==> src/fbfla_pkg.sv <==
// Shared types, command codes and helpers of the fixed block free list allocator.
package fbfla_pkg;

   // Command codes carried in the cmd field of an input item.
   localparam logic [1:0] CMD_ALLOC   = 2'd0;
   localparam logic [1:0] CMD_FREE    = 2'd1;
   localparam logic [1:0] CMD_REBUILD = 2'd2;

   // Operation kinds after the front end has classified an item.
   localparam logic [1:0] OP_ALLOC   = 2'd0;
   localparam logic [1:0] OP_FREE    = 2'd1;
   localparam logic [1:0] OP_REBUILD = 2'd2;
   localparam logic [1:0] OP_REJECT  = 2'd3;

   // Depth of the queue between front end and back end.
   localparam int unsigned QUEUE_DEPTH = 2;

   typedef struct packed {
      logic [1:0] cmd;
      logic [9:0] block_index;
   } req_type;

   typedef struct packed {
      logic        ok;
      logic [9:0]  granted_index;
      logic [10:0] free_count;
   } rsp_type;

   typedef struct packed {
      logic [1:0] kind;
      logic [9:0] block_index;
   } op_type;

   // Status from the back end to the front end.
   typedef struct packed {
      logic done;
      logic init;
   } back_status_type;

   // Block count register saturated to the range 1..max_blocks.
   function automatic logic [31:0] eff_count(logic [10:0] bc, logic [31:0] max_blocks);
      logic [31:0] wide;
      wide = 32'(bc);
      if (wide == 32'd0) begin
         return 32'd1;
      end
      if (wide > max_blocks) begin
         return max_blocks;
      end
      return wide;
   endfunction

endpackage

==> src/fbfla_front.sv <==
// Front end: accepts commands, range-checks them and queues classified operations.
module fbfla_front #(
   parameter int unsigned MAX_BLOCKS = 1024
) (
   input  logic                     clock,
   input  logic                     reset,
   input  logic                     start,
   output logic                     busy,
   input  fbfla_pkg::req_type       req_data,
   input  logic [10:0]              block_count,
   input  fbfla_pkg::back_status_type status,
   output logic                     push,
   output fbfla_pkg::op_type        push_op
);
   import fbfla_pkg::*;

   logic        busy_ff;
   logic        busy_in;
   logic [31:0] count_wide;
   logic [31:0] index_wide;

   // An item is taken when start is high, no earlier item is in flight and no reset sweep runs.
   assign busy = busy_ff | status.init;
   assign push = start & ~busy;

   // Busy covers the time from acceptance until the back end posts the result.
   always_comb begin
      busy_in = busy_ff;
      if (push) begin
         busy_in = 1'b1;
      end else if (status.done) begin
         busy_in = 1'b0;
      end
   end

   always_ff @(posedge clock) begin
      if (reset) begin
         busy_ff <= 1'b0;
      end else begin
         busy_ff <= busy_in;
      end
   end

   // Classification: invalid codes and out-of-range frees become rejects.
   assign count_wide = eff_count(block_count, 32'(MAX_BLOCKS));
   assign index_wide = 32'(req_data.block_index);

   always_comb begin
      push_op.block_index = req_data.block_index;
      unique case (req_data.cmd)
         CMD_ALLOC: begin
            push_op.kind = OP_ALLOC;
         end
         CMD_FREE: begin
            push_op.kind = (index_wide < count_wide) ? OP_FREE : OP_REJECT;
         end
         CMD_REBUILD: begin
            push_op.kind = OP_REBUILD;
         end
         default: begin
            push_op.kind = OP_REJECT;
         end
      endcase
   end

endmodule

==> config.mk <==
export PLATFORM = sky130hd
export DESIGN_NAME = fbfla_front
export DESIGN_NICKNAME = d
export VERILOG_FILES = /design/src/fbfla_pkg.sv /design/src/fbfla_front.sv
export SDC_FILE = /design/constraint.sdc
export NUM_CORES = 1
export LEC_CHECK = 0
export BUFFER_PORTS_ARGS = -buffer_cell sky130_fd_sc_hd__buf_2
export CORE_AREA = 5 5 42 44
export CTS_CLUSTER_DIAMETER = 30
export DETAILED_ROUTE_END_ITERATION = 16
export DIE_AREA = 0 0 47 49
export GPL_TIMING_DRIVEN = 0
export PLACE_DENSITY = 0.79
export SYNTH_ARGS = -nofsm -noshare
export SYNTH_HDL_FRONTEND = slang
export SYNTH_SLANG_ARGS = --single-unit
==> constraint.sdc <==
create_clock -name clock -period 3.4 [get_ports clock]
set_input_delay 0.51 -clock clock [delete_from_list [all_inputs] [get_ports clock]]
set_output_delay 0.51 -clock clock [all_outputs]
set_load 0.03 [all_outputs]
==> run_results.csv <==
group,metric,value,unit
clocking,clock_latency,0,ns
floorplan,die-area,2300,sq um
clocking,cts_hold_buf,0,
synthesis,synthDistinctLibCells,22,
routing,wirelength,1.15,mm
worst_setup_path,rr_worst_depth,4,
worst_setup_path,cp.required,2.89,ns
worst_setup_path,endpoint,"push_op[11]",
job,cap_violations,0,
worst_setup_path,setup.worst_path.class,"in -> out",
routing,drc_errors,0,
cells_and_area,final_common_cell,"buf_2",
timing,hold_violations,0,
synthesis,ys_seq_area_frac,0.0473,
worst_setup_path,max_stage_delay,0.39,ns
synthesis,ys_ff_latch,1,
power_and_ir_drop,powerDensity,158,nW/um^2
cells_and_area,final_nets,138,
routing,first_pass_iters,3,
global_route,grtUsageTotal,0.0900,
cells_and_area,top_register,"busy_ff",
clocking,path_clk_slew,0,ns
timing,rsz0062_at_grt,"no",
global_route,met2_usage,0.172,
routing,antenna_left,0,
worst_setup_path,r2r_end,"busy_ff",
global_route,grt_remaining_overflow,0,
global_route,grt_pass1_vias,475,
timing,skew,0,ns
worst_setup_path,r2r-start,"busy_ff",
worst_setup_path,path_cells,"buf_2 > nor4_2 > nand3_1 > o21ai_2 > nand2_1 > ha_1 > a41o_1 > a211o_1 > a2111o_1 > buf_2",
routing,num_vias,539,
routing,wl_per_cell,9.99,um
cells_and_area,fin_cells,115,
cells_and_area,multi_input_area,317,sq um
clocking,post_cts_buffers,0,
power_and_ir_drop,ir_drop,0.0000814,V
global_route,met3_usage,0.00369,
global_route,antenna_found_initial,0,
cells_and_area,num_antenna_cells,0,
placed_design,gp_congestion,0.795,
global_route,grt_max_degree,10,
worst_hold_path,hold_class,"reg -> reg",
cells_and_area,largest_registers,"busy_ff: 1 flops",
placed_design,hpwl,1.09,mm
cells_and_area,final_cell_mix,"buf_2, buf_4, ha_1, nor2_1, nand2b_1",
worst_setup_path,crit_path_end_kind,"output pin",
cells_and_area,layout-drive-gt1-share,0.545,
timing,finalCriticalPeriod,3.27,ns
global_route,grt.busiest_layer,"met2",
worst_setup_path,crit_fanout,4,
synthesis,netlist_area,423,sq um
clocking,cts.repair.resized,1,
routing,drt-initial-drc-count,6,
synthesis,synth_cells,58,
worst_setup_path,crit_start,"block_count[4]",
timing,max_freq,0.306,GHz
floorplan,core_area,1400,sq um
global_route,met1_usage,0.111,
timing,postLayoutSetupSlackWorst,0.129,ns
timing,finalSetupTns,0,ns
floorplan,die_y,49,um
worst_setup_path,cp.arrival,2.76,ns
cells_and_area,largest_reg_flops,1,
timing,slew_headroom,0.825,
placed_design,dp_cells,115,
placed_design,dp_worst_setup_slack,-0.0519,ns
floorplan,ios,42,
power_and_ir_drop,leakage,0.376,nW
worst_setup_path,worst_path_most_repeated_cell,"buf_2",
cells_and_area,area_delta_synth_final,54.1,%
cells_and_area,fillCellCount,157,
power_and_ir_drop,power.total,0.103,mW
timing,worst_pin_slew,0.261,ns
timing,finalCritPeriodShare,0.962,
run_status,run_status,"finished clean",
floorplan,fp-row-count,14,
timing,drv_slew,0,
global_route,grt_pass1_wl,1.74,mm
worst_setup_path,cpMaxStageDelayCell,"a2111o_1",
synthesis,syn_nets,95,
cells_and_area,regArea,20.0,sq um
worst_setup_path,start_kind,"input pin",
floorplan,start_util,0.302,
routing,vias_per_cell,4.69,
synthesis,ys_warn_count,0,
timing,setup_viol,0,
cells_and_area,fin_util,0.465,
placed_design,portBuffers,41,
floorplan,die_w,47,um
worst_setup_path,rrSetupSlack,2.51,ns
synthesis,avgSynthCellArea,7.29,sq um
## where the power goes
part | internal [mW] | switching [mW] | leakage, nW
registers | 0.0126 | 0.000286 | 0.00823
logic | 0.0415 | 0.0487 | 0.368
clock network | 0 | 0 | 0
## cells by family after synthesis
logic type	after synthesis	share of synthesized area
compound gates	11	0.183
fa+ha+maj	9	0.266
flops	1	0.0473
buf+inv	14	0.213
simple gates	23	0.290
## worst max-delay path: cells and delay by family
| family | cells | cell delay, ns |
|---|---|---|
| buffers and inverters | 2 | 0.29 |
| and+or+nand+nor | 3 | 0.54 |
| adders and majority gates | 1 | 0.31 |
| AOI/OAI and AO/OA | 4 | 1.09 |
## per-layer routing
layer / part of all wire / vias up / wire length (um)
met2: 0.48 / 25 / 556
met5: 0 / - / 0
li1: - / 279 / -
met4: 0 / 0 / 0
met1: 0.41 / 235 / 468
met3: 0.11 / 0 / 124
## metrics by stage
step                cell area (sq um)  hold slack, ns
floorplan                         423           0.449
CTS                               648           0.483
global placement                  648           0.461
detailed placement                648           0.484
global route                      652           0.513
finish                            652           0.476
## Yosys cell counts
library cell / count / area share
nor3_1: 1 / 0.012
inv_1: 3 / 0.027
nand3_1: 2 / 0.024
nor2_1: 7 / 0.062
o22ai_1: 1 / 0.015
a21oi_1: 4 / 0.047
nand4b_1: 1 / 0.021
a2111o_1: 1 / 0.027
or2_2: 1 / 0.015
nand2b_1: 5 / 0.074
a211o_1: 1 / 0.021
dfxtp_1: 1 / 0.047
a21o_1: 1 / 0.018
a41o_1: 1 / 0.024
buf_4: 10 / 0.18
o21ai_0: 1 / 0.012
ha_1: 9 / 0.27
nor3b_1: 1 / 0.018
nor4_2: 1 / 0.030
o2111ai_1: 1 / 0.021
clkbuf_1: 1 / 0.0089
nand2_1: 4 / 0.035
## worst min path at each step
stage / from / endpoint / slack [ns] / cells past startpoint
after global placement: busy_ff / busy_ff / 0.46 / 2
after CTS: busy_ff / busy_ff / 0.48 / 2
after global routing: busy_ff / busy_ff / 0.51 / 2
final: busy_ff / busy_ff / 0.48 / 2
after floorplan: busy_ff / busy_ff / 0.45 / 2
after detailed placement: busy_ff / busy_ff / 0.48 / 2
## layout make-up
| type | instances | share of cell area |
|---|---|---|
| multi-input cells | 43 | 0.486 |
| well taps | 16 | 0.0307 |
| inverters | 3 | 0.0173 |
| flip-flops and latches | 1 | 0.0307 |
| repair buffers | 41 | 0.315 |
| plain buffers | 11 | 0.121 |
(Power assumes the default switching activity.)
