==> src/fbfla_pkg.sv <==
// Shared types, command codes and helpers of the fixed block free list allocator.
package fbfla_pkg;

   // Command codes carried in the cmd field of an input item.
   localparam logic [1:0] CMD_ALLOC   = 2'd0;
   localparam logic [1:0] CMD_FREE    = 2'd1;
   localparam logic [1:0] CMD_REBUILD = 2'd2;

   // Operation kinds after the front end has classified an item.
   localparam logic [1:0] OP_ALLOC   = 2'd0;
   localparam logic [1:0] OP_FREE    = 2'd1;
   localparam logic [1:0] OP_REBUILD = 2'd2;
   localparam logic [1:0] OP_REJECT  = 2'd3;

   // Depth of the queue between front end and back end.
   localparam int unsigned QUEUE_DEPTH = 2;

   typedef struct packed {
      logic [1:0] cmd;
      logic [9:0] block_index;
   } req_type;

   typedef struct packed {
      logic        ok;
      logic [9:0]  granted_index;
      logic [10:0] free_count;
   } rsp_type;

   typedef struct packed {
      logic [1:0] kind;
      logic [9:0] block_index;
   } op_type;

   // Status from the back end to the front end.
   typedef struct packed {
      logic done;
      logic init;
   } back_status_type;

   // Block count register saturated to the range 1..max_blocks.
   function automatic logic [31:0] eff_count(logic [10:0] bc, logic [31:0] max_blocks);
      logic [31:0] wide;
      wide = 32'(bc);
      if (wide == 32'd0) begin
         return 32'd1;
      end
      if (wide > max_blocks) begin
         return max_blocks;
      end
      return wide;
   endfunction

endpackage

==> src/fbfla_queue.sv <==
// Short queue of classified operations between front end and back end.
module fbfla_queue (
   input  logic              clock,
   input  logic              reset,
   input  logic              push,
   input  fbfla_pkg::op_type push_op,
   input  logic              pop,
   output logic              valid,
   output fbfla_pkg::op_type head_op
);
   import fbfla_pkg::*;

   localparam int unsigned PTR_W = (QUEUE_DEPTH > 1) ? $clog2(QUEUE_DEPTH) : 1;
   localparam int unsigned CNT_W = $clog2(QUEUE_DEPTH + 1);

   op_type             slot_ff [QUEUE_DEPTH];
   logic [PTR_W-1:0]   wr_ptr_ff;
   logic [PTR_W-1:0]   wr_ptr_in;
   logic [PTR_W-1:0]   rd_ptr_ff;
   logic [PTR_W-1:0]   rd_ptr_in;
   logic [CNT_W-1:0]   fill_ff;
   logic [CNT_W-1:0]   fill_in;
   logic               do_push;
   logic               do_pop;

   assign valid   = (fill_ff != '0);
   assign head_op = slot_ff[rd_ptr_ff];
   assign do_push = push && (fill_ff != CNT_W'(QUEUE_DEPTH));
   assign do_pop  = pop && valid;

   // Pointer and fill bookkeeping, wrapping at the queue depth.
   always_comb begin
      wr_ptr_in = wr_ptr_ff;
      rd_ptr_in = rd_ptr_ff;
      fill_in   = fill_ff;
      if (do_push) begin
         wr_ptr_in = (wr_ptr_ff == PTR_W'(QUEUE_DEPTH - 1)) ? '0 : wr_ptr_ff + 1'b1;
      end
      if (do_pop) begin
         rd_ptr_in = (rd_ptr_ff == PTR_W'(QUEUE_DEPTH - 1)) ? '0 : rd_ptr_ff + 1'b1;
      end
      if (do_push && !do_pop) begin
         fill_in = fill_ff + 1'b1;
      end else if (do_pop && !do_push) begin
         fill_in = fill_ff - 1'b1;
      end
   end

   always_ff @(posedge clock) begin
      if (reset) begin
         wr_ptr_ff <= '0;
         rd_ptr_ff <= '0;
         fill_ff   <= '0;
      end else begin
         wr_ptr_ff <= wr_ptr_in;
         rd_ptr_ff <= rd_ptr_in;
         fill_ff   <= fill_in;
      end
   end

   // Slot storage needs no reset.
   always_ff @(posedge clock) begin
      if (do_push) begin
         slot_ff[wr_ptr_ff] <= push_op;
      end
   end

endmodule

==> config.mk <==
export PLATFORM = sky130hd
export DESIGN_NAME = fbfla_queue
export DESIGN_NICKNAME = d
export VERILOG_FILES = /design/src/fbfla_pkg.sv /design/src/fbfla_queue.sv
export SDC_FILE = /design/constraint.sdc
export NUM_CORES = 1
export LEC_CHECK = 0
export ABC_AREA = 1
export BUFFER_PORTS_ARGS = -buffer_cell sky130_fd_sc_hd__buf_2
export CAP_MARGIN = 5
export CORE_ASPECT_RATIO = 1.75
export CORE_UTILIZATION = 31
export CTS_BUF_LIST = sky130_fd_sc_hd__clkbuf_16
export CTS_CLUSTER_DIAMETER = 150
export DETAILED_ROUTE_END_ITERATION = 10
export PLACE_DENSITY = 0.62
export SLEW_MARGIN = 40
export SYNTH_ARGS = -nofsm -noshare
export SYNTH_HDL_FRONTEND = slang
export SYNTH_SLANG_ARGS = --single-unit
==> constraint.sdc <==
create_clock -name clock -period 1.8 [get_ports clock]
set_input_delay 0.36 -clock clock [delete_from_list [all_inputs] [get_ports clock]]
set_output_delay 0.36 -clock clock [all_outputs]
set_load 0.03 [all_outputs]
==> out/qor.txt, run 1 <==
Skew final: 3.98 ps
Worst Tran Pin Value: 184 ps
Worst Hold End: slot_ff[0][6]
H-tree levels: 2
Multi-input logic area: 288 sq um
Final setup viols: 0
Rel. slew slack: 0.877
PD cells: 1570 nW/um^2
Worst r2r path cells: 9
Max Clock Freq: 0.617 GHz
Setup TNS after final layout: 0 ps
# clock sinks: 29
Area post-placement: 1380 sq um
Drt pass-1 iters: 4
Clock Pin Slew Worst Setup and Hold Paths: 50 ps
Setup Crit Path Kind: flip-flop to output port
Critical Path RT: 1440 ps
DRC: 0
Post-route ant nets: 0
Skew-Pair Late Insertion Delay: 270 ps
Max-Cap Viols: 0
Final period util: 0.900
Final WL: 1.85 mm
Row count: 28
GP Congestion: 0.605
Register Area: 821 sq um
Initial Util: 0.332
Worst VDD drop: 978 uV
Initial antenna violation count: 0
DIE WIDTH: 48.0 um
Vias: 676
# hold bufs at CTS: 0
# Post-CTS Setup Buffers: 0
Sequential area share after synthesis: 0.714
Worst reg2reg path endpoint: fill_ff[1]
Synth Instances: 73
# nets final: 130
Syn Nets: 90
Unique masters post-synth: 16
Fill count: 340
Fin crit period: 1620 ps
Antenna Cells: 0
Design Area, Final: 1520 sq um
Syn_area_per_cell: 15.8 sq um
Port bufs: 28
Share of cells above drive strength 1: 0.500
RSZ-0062 raised after global routing: no
Core area: 3470 sq um
Hold Startpoint: push_op[6]
Reg-to-Reg Start: fill_ff[1]
First-pass GRT wire length: 2.97 mm
Max FO, Critical Path: 7
Endpoints failing hold: 0
Largest net degree at the start of global routing: 10
Hold WC Path Type: primary input to flip-flop
Status: finished clean
Total gr overflow: 0
Final HPWL DP: 1.41 mm
Tot GR Track Use: 0.115
Register bit total from synthesis: 29
Post-DR wirelength/cell: 11.6 um
WP data arrival: 1260 ps
I/O pin count: 29
Kind of end point of the critical path: output port
Clock Path Buffers: 2
DIE HEIGHT: 82.6 um
R2r setup slk: 350 ps
Die ar.: 3970 sq um
P&R area growth vs syn: 32.1%
Final count of pins violating max slew: 0
Via density: 4.25
Mapped Area: 1150 sq um
Min Hold Slack: 279 ps
CTS Root Cell: clkbuf_16
Vias in the first global route: 725
Hold Path Depth: 1
Post-CTS resize count: 0
CTS tree: done
Yosys warning count: 0
Iter 0 DRT Violations: 5
CTS buffer count: 5
Crit start category: flip-flop
Leakage power total: 0.000648 uW
[power by group]
part	switching [uW]	internal (uW)
Clock	251	498
Sequential	40.7	857
Combinational	452	293
Total	744	1650
[final cells by class]
type                    instances  share of cell area
flip-flops and latches         29               0.540
multi-input cells              35               0.189
repair buffers                 34               0.122
clock buffers                   5              0.0824
well taps                      45              0.0371
inverters                       8              0.0198
clock inverters                 3             0.00906
[metal layers]
layer  part of all wire  wire length (um)  global-route usage
met1               0.33               619              0.0994
met2               0.57              1060               0.199
met3              0.057               106              0.0457
met4              0.036                66              0.0833
met5                  0                 0                   0
[stage by stage]
step | setup WS (ps) | cells | power (uW) | utilization
floorplan | 418 | 73 | 1460 | -
global placement | 458 | 151 | 1630 | 0.398
detailed placement | 351 | 151 | 1670 | 0.398
CTS | 158 | 159 | 2430 | 0.438
global route | 121 | 159 | 2520 | 0.438
finish | 180 | 159 | 2390 | 0.438
[critical path: stages, from the launching register on]
cell	delay, ps
dfxtp_1	320
buf_4	190
mux2_4	310
buf_2	170
[cell families after synthesis]
kind of cell,count (synthesis),share of synthesized area
fa+ha+maj,1,0.0109
simple gates,17,0.0642
flops,29,0.714
compound gates,5,0.0250
mux,12,0.150
buf+inv,9,0.0359
[cell usage after synthesis]
| library cell | n | area (sq um) |
|---|---|---|
| edfxtp_1 | 24 | 721 |
| mux2_4 | 10 | 150 |
| inv_1 | 7 | 26.3 |
| nor2_1 | 7 | 26.3 |
| dfxtp_1 | 5 | 100 |
| nand2_1 | 5 | 18.8 |
| a21oi_1 | 2 | 10.0 |
| mux2_2 | 2 | 22.5 |
| nand2_2 | 2 | 12.5 |
| nand3_1 | 2 | 10.0 |
| o21ai_0 | 2 | 10.0 |
| buf_6 | 1 | 11.3 |
| ha_1 | 1 | 12.5 |
| inv_2 | 1 | 3.75 |
| nand4_1 | 1 | 6.26 |
| o21ai_2 | 1 | 8.76 |
[registers in the layout, indices dropped and copies added, names as in the netlist, named ones only]
signal and flops:
fill_ff 2, wr_ptr_ff 1, slot_ff 24, rd_ptr_ff 1
[how the worst max path moves through the flow]
| stage | from | endpoint | slack (ps) |
|---|---|---|---|
| 3_5_place_dp | fill_ff[1] | fill_ff[1] | 350 |
| 6_report | flip-flop | head_op[10] | 180 |
| 4_1_cts | flip-flop | head_op[7] | 160 |
| 3_3_place_gp | flip-flop | head_op[10] | 460 |
| 2_1_floorplan | fill_ff[1] | slot_ff[1][0] | 420 |
| 5_1_grt | flip-flop | head_op[9] | 120 |
[placed cells by master, fill, tap and decap left out]
master      n
mux2_4     10
nand3_1     2
dfxtp_1     5
inv_2       1
ha_1        1
clkbuf_16   5
nor2_1      7
mux2_2      2
nand2_1     5
o21ai_2     1
nand4_1     1
edfxtp_1   24
clkinv_2    2
a21oi_1     2
o21ai_0     2
inv_1       8
nand2_2     2
buf_4       6
buf_2      28
Note: power is estimated with default switching activity, not from simulation.
==> run 2: changes to the inputs <==
Settings changed: BUFFER_PORTS_ARGS -buffer_cell sky130_fd_sc_hd__buf_2 to -buffer_cell sky130_fd_sc_hd__clkbuf_2, GPL_ROUTABILITY_DRIVEN from default to 0.
==> out/qor.txt, run 2 (synthesis gave the netlist of run 1 again) <==
Total gr overflow: 0 (unchanged)
WP data arrival: 1260 ps (about the same)
Setup Crit Path Kind: flip-flop to output port (unchanged)
R2r setup slk: 410 ps (was 350 ps)
Via density: 4.29 (was 4.25)
Met2 Wirelength: 960 um (was 1.06 mm)
Commonest non-fill, non-tap cell in the layout: clkbuf_2 (was buf_2)
Endpoints failing hold: 0 (unchanged)
Design Area, Final: 1520 sq um (about the same)
Setup slack at placement: 412 ps (was 351 ps)
PD cells: 1560 nW/um^2 (was 1570 nW/um^2)
Setup TNS after final layout: 0 ps (unchanged)
Final setup viols: 0 (unchanged)
Leakage power total: 0.000657 uW (was 0.000648 uW)
Hold Path Depth: 1 (unchanged)
Vias in the first global route: 721 (was 725)
Post-CTS resize count: 0 (unchanged)
P&R area growth vs syn: 31.9% (was 32.1%)
Final count of pins violating max slew: 0 (unchanged)
Antenna Cells: 0 (unchanged)
Max-Cap Viols: 0 (unchanged)
Min setup slack post-route: 175 ps (was 180 ps)
Row count: 28 (unchanged)
Crit start category: flip-flop (unchanged)
Top flop regs: slot_ff x24, fill_ff x2 (unchanged)
Max Clock Freq: 0.615 GHz (was 0.617 GHz)
Iter 0 DRT Violations: 5 (unchanged)
# nets final: 130 (unchanged)
I/O pin count: 29 (unchanged)
Fill count: 320 (was 340)
Crit-path leading delay family: buffers and inverters (unchanged)
Worst VDD drop: 810 uV (was 978 uV)
DIE WIDTH: 48.0 um (unchanged)
First-pass GRT wire length: 2.96 mm (was 2.97 mm)
Critical Path RT: 1440 ps (about the same)
Worst r2r path cells: 9 (unchanged)
Core area: 3470 sq um (unchanged)
Skew-Pair Late Insertion Delay: 270 ps (about the same)
Largest Register: slot_ff (unchanged)
CTS tree: done (unchanged)
Initial Util: 0.332 (unchanged)
Post-route ant nets: 0 (unchanged)
Worst Hold End: slot_ff[1][1] (was slot_ff[0][6])
Largest stage delay, worst path: 320 ps (about the same)
Final period util: 0.903 (was 0.900)
Tot GR Track Use: 0.118 (was 0.115)
Share of cells above drive strength 1: 0.482 (was 0.500)
Reg-to-Reg Start: fill_ff[1] (unchanged)
CTS Root Cell: clkbuf_16 (unchanged)
Fin crit period: 1620 ps (about the same)
Crit path buf inv count: 2 (unchanged)
# Post-CTS Setup Buffers: 0 (unchanged)
RSZ-0062 raised after global routing: no (unchanged)
Port bufs: 28 (unchanged)
Min Hold Slack: 282 ps (was 279 ps)
DIE HEIGHT: 82.6 um (unchanged)
Worst reg2reg path endpoint: fill_ff[1] (unchanged)
Hold WC Path Type: primary input to flip-flop (unchanged)
Final WL: 1.77 mm (was 1.85 mm)
Critical-path cell list: buf_4 -> mux2_4 -> clkbuf_2 (was buf_4 -> mux2_4 -> buf_2)
# hold bufs at CTS: 0 (unchanged)
Post-DR wirelength/cell: 11.1 um (was 11.6 um)
Initial antenna violation count: 0 (unchanged)
Largest net degree at the start of global routing: 9 (was 10)
Skew final: 1.52 ps (was 3.98 ps)
Slowest CP cell: dfxtp_1 (unchanged)
CTS buffer count: 5 (unchanged)
Vias: 682 (was 676)
Clock Pin Slew Worst Setup and Hold Paths: 40 ps (was 50 ps)
Largest register FFs: 24 (unchanged)
Commonest non-fill, non-tap cells in the layout: clkbuf_2, edfxtp_1, inv_1, mux2_4, nor2_1 (was buf_2, edfxtp_1, mux2_4)
Status: finished clean (unchanged)
Met1 WL: 635 um (was 619 um)
# clock sinks: 29 (unchanged)
Metal3 WL: 93 um (was 106 um)
Clock Path Buffers: 2 (unchanged)
DRC: 0 (unchanged)
Rel. slew slack: 0.895 (was 0.877)
WP depth: 3 (unchanged)
Hold Startpoint: push_op[1] (was push_op[6])
Drt pass-1 iters: 4 (unchanged)
Worst Tran Pin Value: 156 ps (was 184 ps)
Die ar.: 3970 sq um (unchanged)
Max FO, Critical Path: 7 (unchanged)
Final HPWL DP: 1.33 mm (was 1.41 mm)
H-tree levels: 2 (unchanged)
Highest routed layer: met4 (unchanged)
Area post-placement: 1380 sq um (unchanged)
Kind of end point of the critical path: output port (unchanged)
==> run 2: through the flow <==
step / total power, uW / util / cells
floorplan: 1460 / - / 73
global placement: 1630 / 0.398 / 151
detailed placement: 1650 / 0.398 / 151
CTS: 2410 / 0.437 / 159
global route: 2500 / 0.437 / 159
finish: 2360 / 0.437 / 159
==> run 2: worst max path at each step <==
stage	endpoint	slack [ps]
3_3_place_gp	head_op[10]	450
2_1_floorplan	slot_ff[1][0]	420
6_report	head_op[4]	180
4_1_cts	head_op[4]	150
3_5_place_dp	fill_ff[1]	410
5_1_grt	head_op[9]	110
==> run 2: area by class of cell <==
type / instances / area [sq um] / share of cell area
clock buffer: 5 / 125 / 0.0825
inverter: 8 / 30.0 / 0.0198
sequential: 29 / 821 / 0.541
tap: 45 / 56.3 / 0.0371
timing repair buffer: 34 / 185 / 0.122
clock inverter: 3 / 11.3 / 0.00743
multi-input combinational: 35 / 288 / 0.190
==> run 2: power by group <==
part           switching (uW)  internal, uW  total (uW)  leakage, uW
clock network             240           492         732    0.0000776
registers                39.3           857         896     0.000265
logic                     445           289         734     0.000314
==> run 2: metal layers <==
layer  track usage  vias to the layer above
met5             0                        -
met4         0.100                        0
met3        0.0543                        5
met2         0.191                       25
met1         0.101                      313
li1              -                      339
==> run 3: changes to the inputs <==
Settings changed: PLACE_DENSITY 0.62 to 0.48.
==> out/qor.txt, run 3 (synthesis gave the netlist of run 1 again) <==
Tot GR Track Use: 0.0978 (was 0.118)
Leakage power total: 0.000642 uW (was 0.000657 uW)
Endpoints failing hold: 0 (unchanged)
Final count of pins violating max slew: 0 (unchanged)
Worst VDD drop: 877 uV (was 810 uV)
Clock Path Buffers: 2 (unchanged)
Commonest non-fill, non-tap cells in the layout: clkbuf_2, edfxtp_1, inv_1, mux2_4, nor2_1 (unchanged)
# Post-CTS Setup Buffers: 0 (unchanged)
Hold WC Path Type: primary input to flip-flop (unchanged)
Antenna Cells: 0 (unchanged)
WP data arrival: 1330 ps (was 1260 ps)
R2r setup slk: 420 ps (was 410 ps)
Post-DR wirelength/cell: 10.4 um (was 11.1 um)
Area post-placement: 1360 sq um (was 1380 sq um)
Final HPWL DP: 1.21 mm (was 1.33 mm)
Core area: 3470 sq um (unchanged)
Vias: 661 (was 682)
Die ar.: 3970 sq um (unchanged)
Status: finished clean (unchanged)
PnR Total Power: 2330 uW (was 2360 uW)
Skew-Pair Late Insertion Delay: 260 ps (was 270 ps)
Met1 WL: 571 um (was 635 um)
Post-CTS resize count: 0 (unchanged)
Commonest non-fill, non-tap cell in the layout: clkbuf_2 (unchanged)
DIE HEIGHT: 82.6 um (unchanged)
Highest routed layer: met4 (unchanged)
Post-route ant nets: 0 (unchanged)
PD cells: 1560 nW/um^2 (about the same)
I/O pin count: 29 (unchanged)
Kind of end point of the critical path: output port (unchanged)
DIE WIDTH: 48.0 um (unchanged)
CTS Root Cell: clkbuf_16 (unchanged)
Met2 Wirelength: 905 um (was 960 um)
Initial antenna violation count: 0 (unchanged)
# nets final: 127 (was 130)
Crit start category: flip-flop (unchanged)
Via density: 4.24 (was 4.29)
Share of cells above drive strength 1: 0.468 (was 0.482)
Total gr overflow: 0 (unchanged)
CTS buffer count: 5 (unchanged)
Final period util: 0.938 (was 0.903)
Largest net degree at the start of global routing: 13 (was 9)
Min setup slack post-route: 112 ps (was 175 ps)
Port bufs: 28 (unchanged)
Max FO, Critical Path: 12 (was 7)
P&R area growth vs syn: 29.9% (was 31.9%)
DRC: 0 (unchanged)
Iter 0 DRT Violations: 9 (was 5)
Fill count: 325 (was 320)
Vias in the first global route: 622 (was 721)
# clock sinks: 29 (unchanged)
Worst Tran Pin Value: 214 ps (was 156 ps)
Max Clock Freq: 0.592 GHz (was 0.615 GHz)
First-pass GRT wire length: 2.55 mm (was 2.96 mm)
H-tree levels: 2 (unchanged)
Design Area, Final: 1490 sq um (was 1520 sq um)
Max-Cap Viols: 0 (unchanged)
Setup Crit Path Kind: flip-flop to output port (unchanged)
# hold bufs at CTS: 0 (unchanged)
CTS tree: done (unchanged)
Setup slack at placement: 375 ps (was 412 ps)
Largest register FFs: 24 (unchanged)
Top flop regs: slot_ff x24, fill_ff x2 (unchanged)
Initial Util: 0.332 (unchanged)
Largest Register: slot_ff (unchanged)
RSZ-0062 raised after global routing: no (unchanged)
Critical Path RT: 1440 ps (about the same)
Final setup viols: 0 (unchanged)
Drt pass-1 iters: 4 (unchanged)
Setup TNS after final layout: 0 ps (unchanged)
Fin crit period: 1690 ps (was 1620 ps)
Row count: 28 (unchanged)
Rel. slew slack: 0.857 (was 0.895)
Final WL: 1.63 mm (was 1.77 mm)
Skew final: 3.70 ps (was 1.52 ps)
Metal3 WL: 116 um (was 93 um)
Clock Pin Slew Worst Setup and Hold Paths: 40 ps (about the same)
-- run 3: final timing paths --
kind	startpoint	endpoint	cells past startpoint
setup / recovery	flip-flop	head_op[6]	3
hold / removal	push_op[10]	slot_ff[1][10]	1
setup reg to reg	fill_ff[1]	fill_ff[1]	9
hold reg to reg	wr_ptr_ff	wr_ptr_ff	2
-- run 3: metrics by stage --
stage / util / cells / hold slack [ps]
3_5_place_dp: 0.391 / 148 / 500
2_1_floorplan: - / 73 / 459
5_1_grt: 0.431 / 156 / 280
6_report: 0.431 / 156 / 289
4_1_cts: 0.431 / 156 / 282
3_3_place_gp: 0.391 / 148 / 485
-- run 3: worst max-delay path, stage by stage, from the launching register on --
cell,delay (ps)
dfxtp_1,300
buf_4,230
mux2_2,360
clkbuf_2,180
-- run 3: power breakdown --
group | total (uW) | internal (uW) | leakage (uW) | switching, uW
Combinational | 709 | 270 | 0.000299 | 440
Sequential | 894 | 857 | 0.000265 | 37.1
Clock | 728 | 492 | 0.0000776 | 235
Total | 2330 | 1620 | 0.000642 | 712
-- run 3: layout make-up --
| class | instances | area (sq um) | area share |
|---|---|---|---|
| Clock buffer | 5 | 125 | 0.0838 |
| Clock inverter | 3 | 11.3 | 0.00754 |
| Inverter | 8 | 30.0 | 0.0201 |
| Multi-Input combinational cell | 35 | 288 | 0.193 |
| Sequential cell | 29 | 821 | 0.549 |
| Tap cell | 45 | 56.3 | 0.0377 |
| Timing Repair Buffer | 31 | 163 | 0.109 |
-- run 3: routing by layer --
layer | GRT usage | up-vias
met5 | 0 | -
met4 | 0.0667 | 0
met3 | 0.0435 | 4
met2 | 0.168 | 22
met1 | 0.0843 | 304
li1 | - | 331
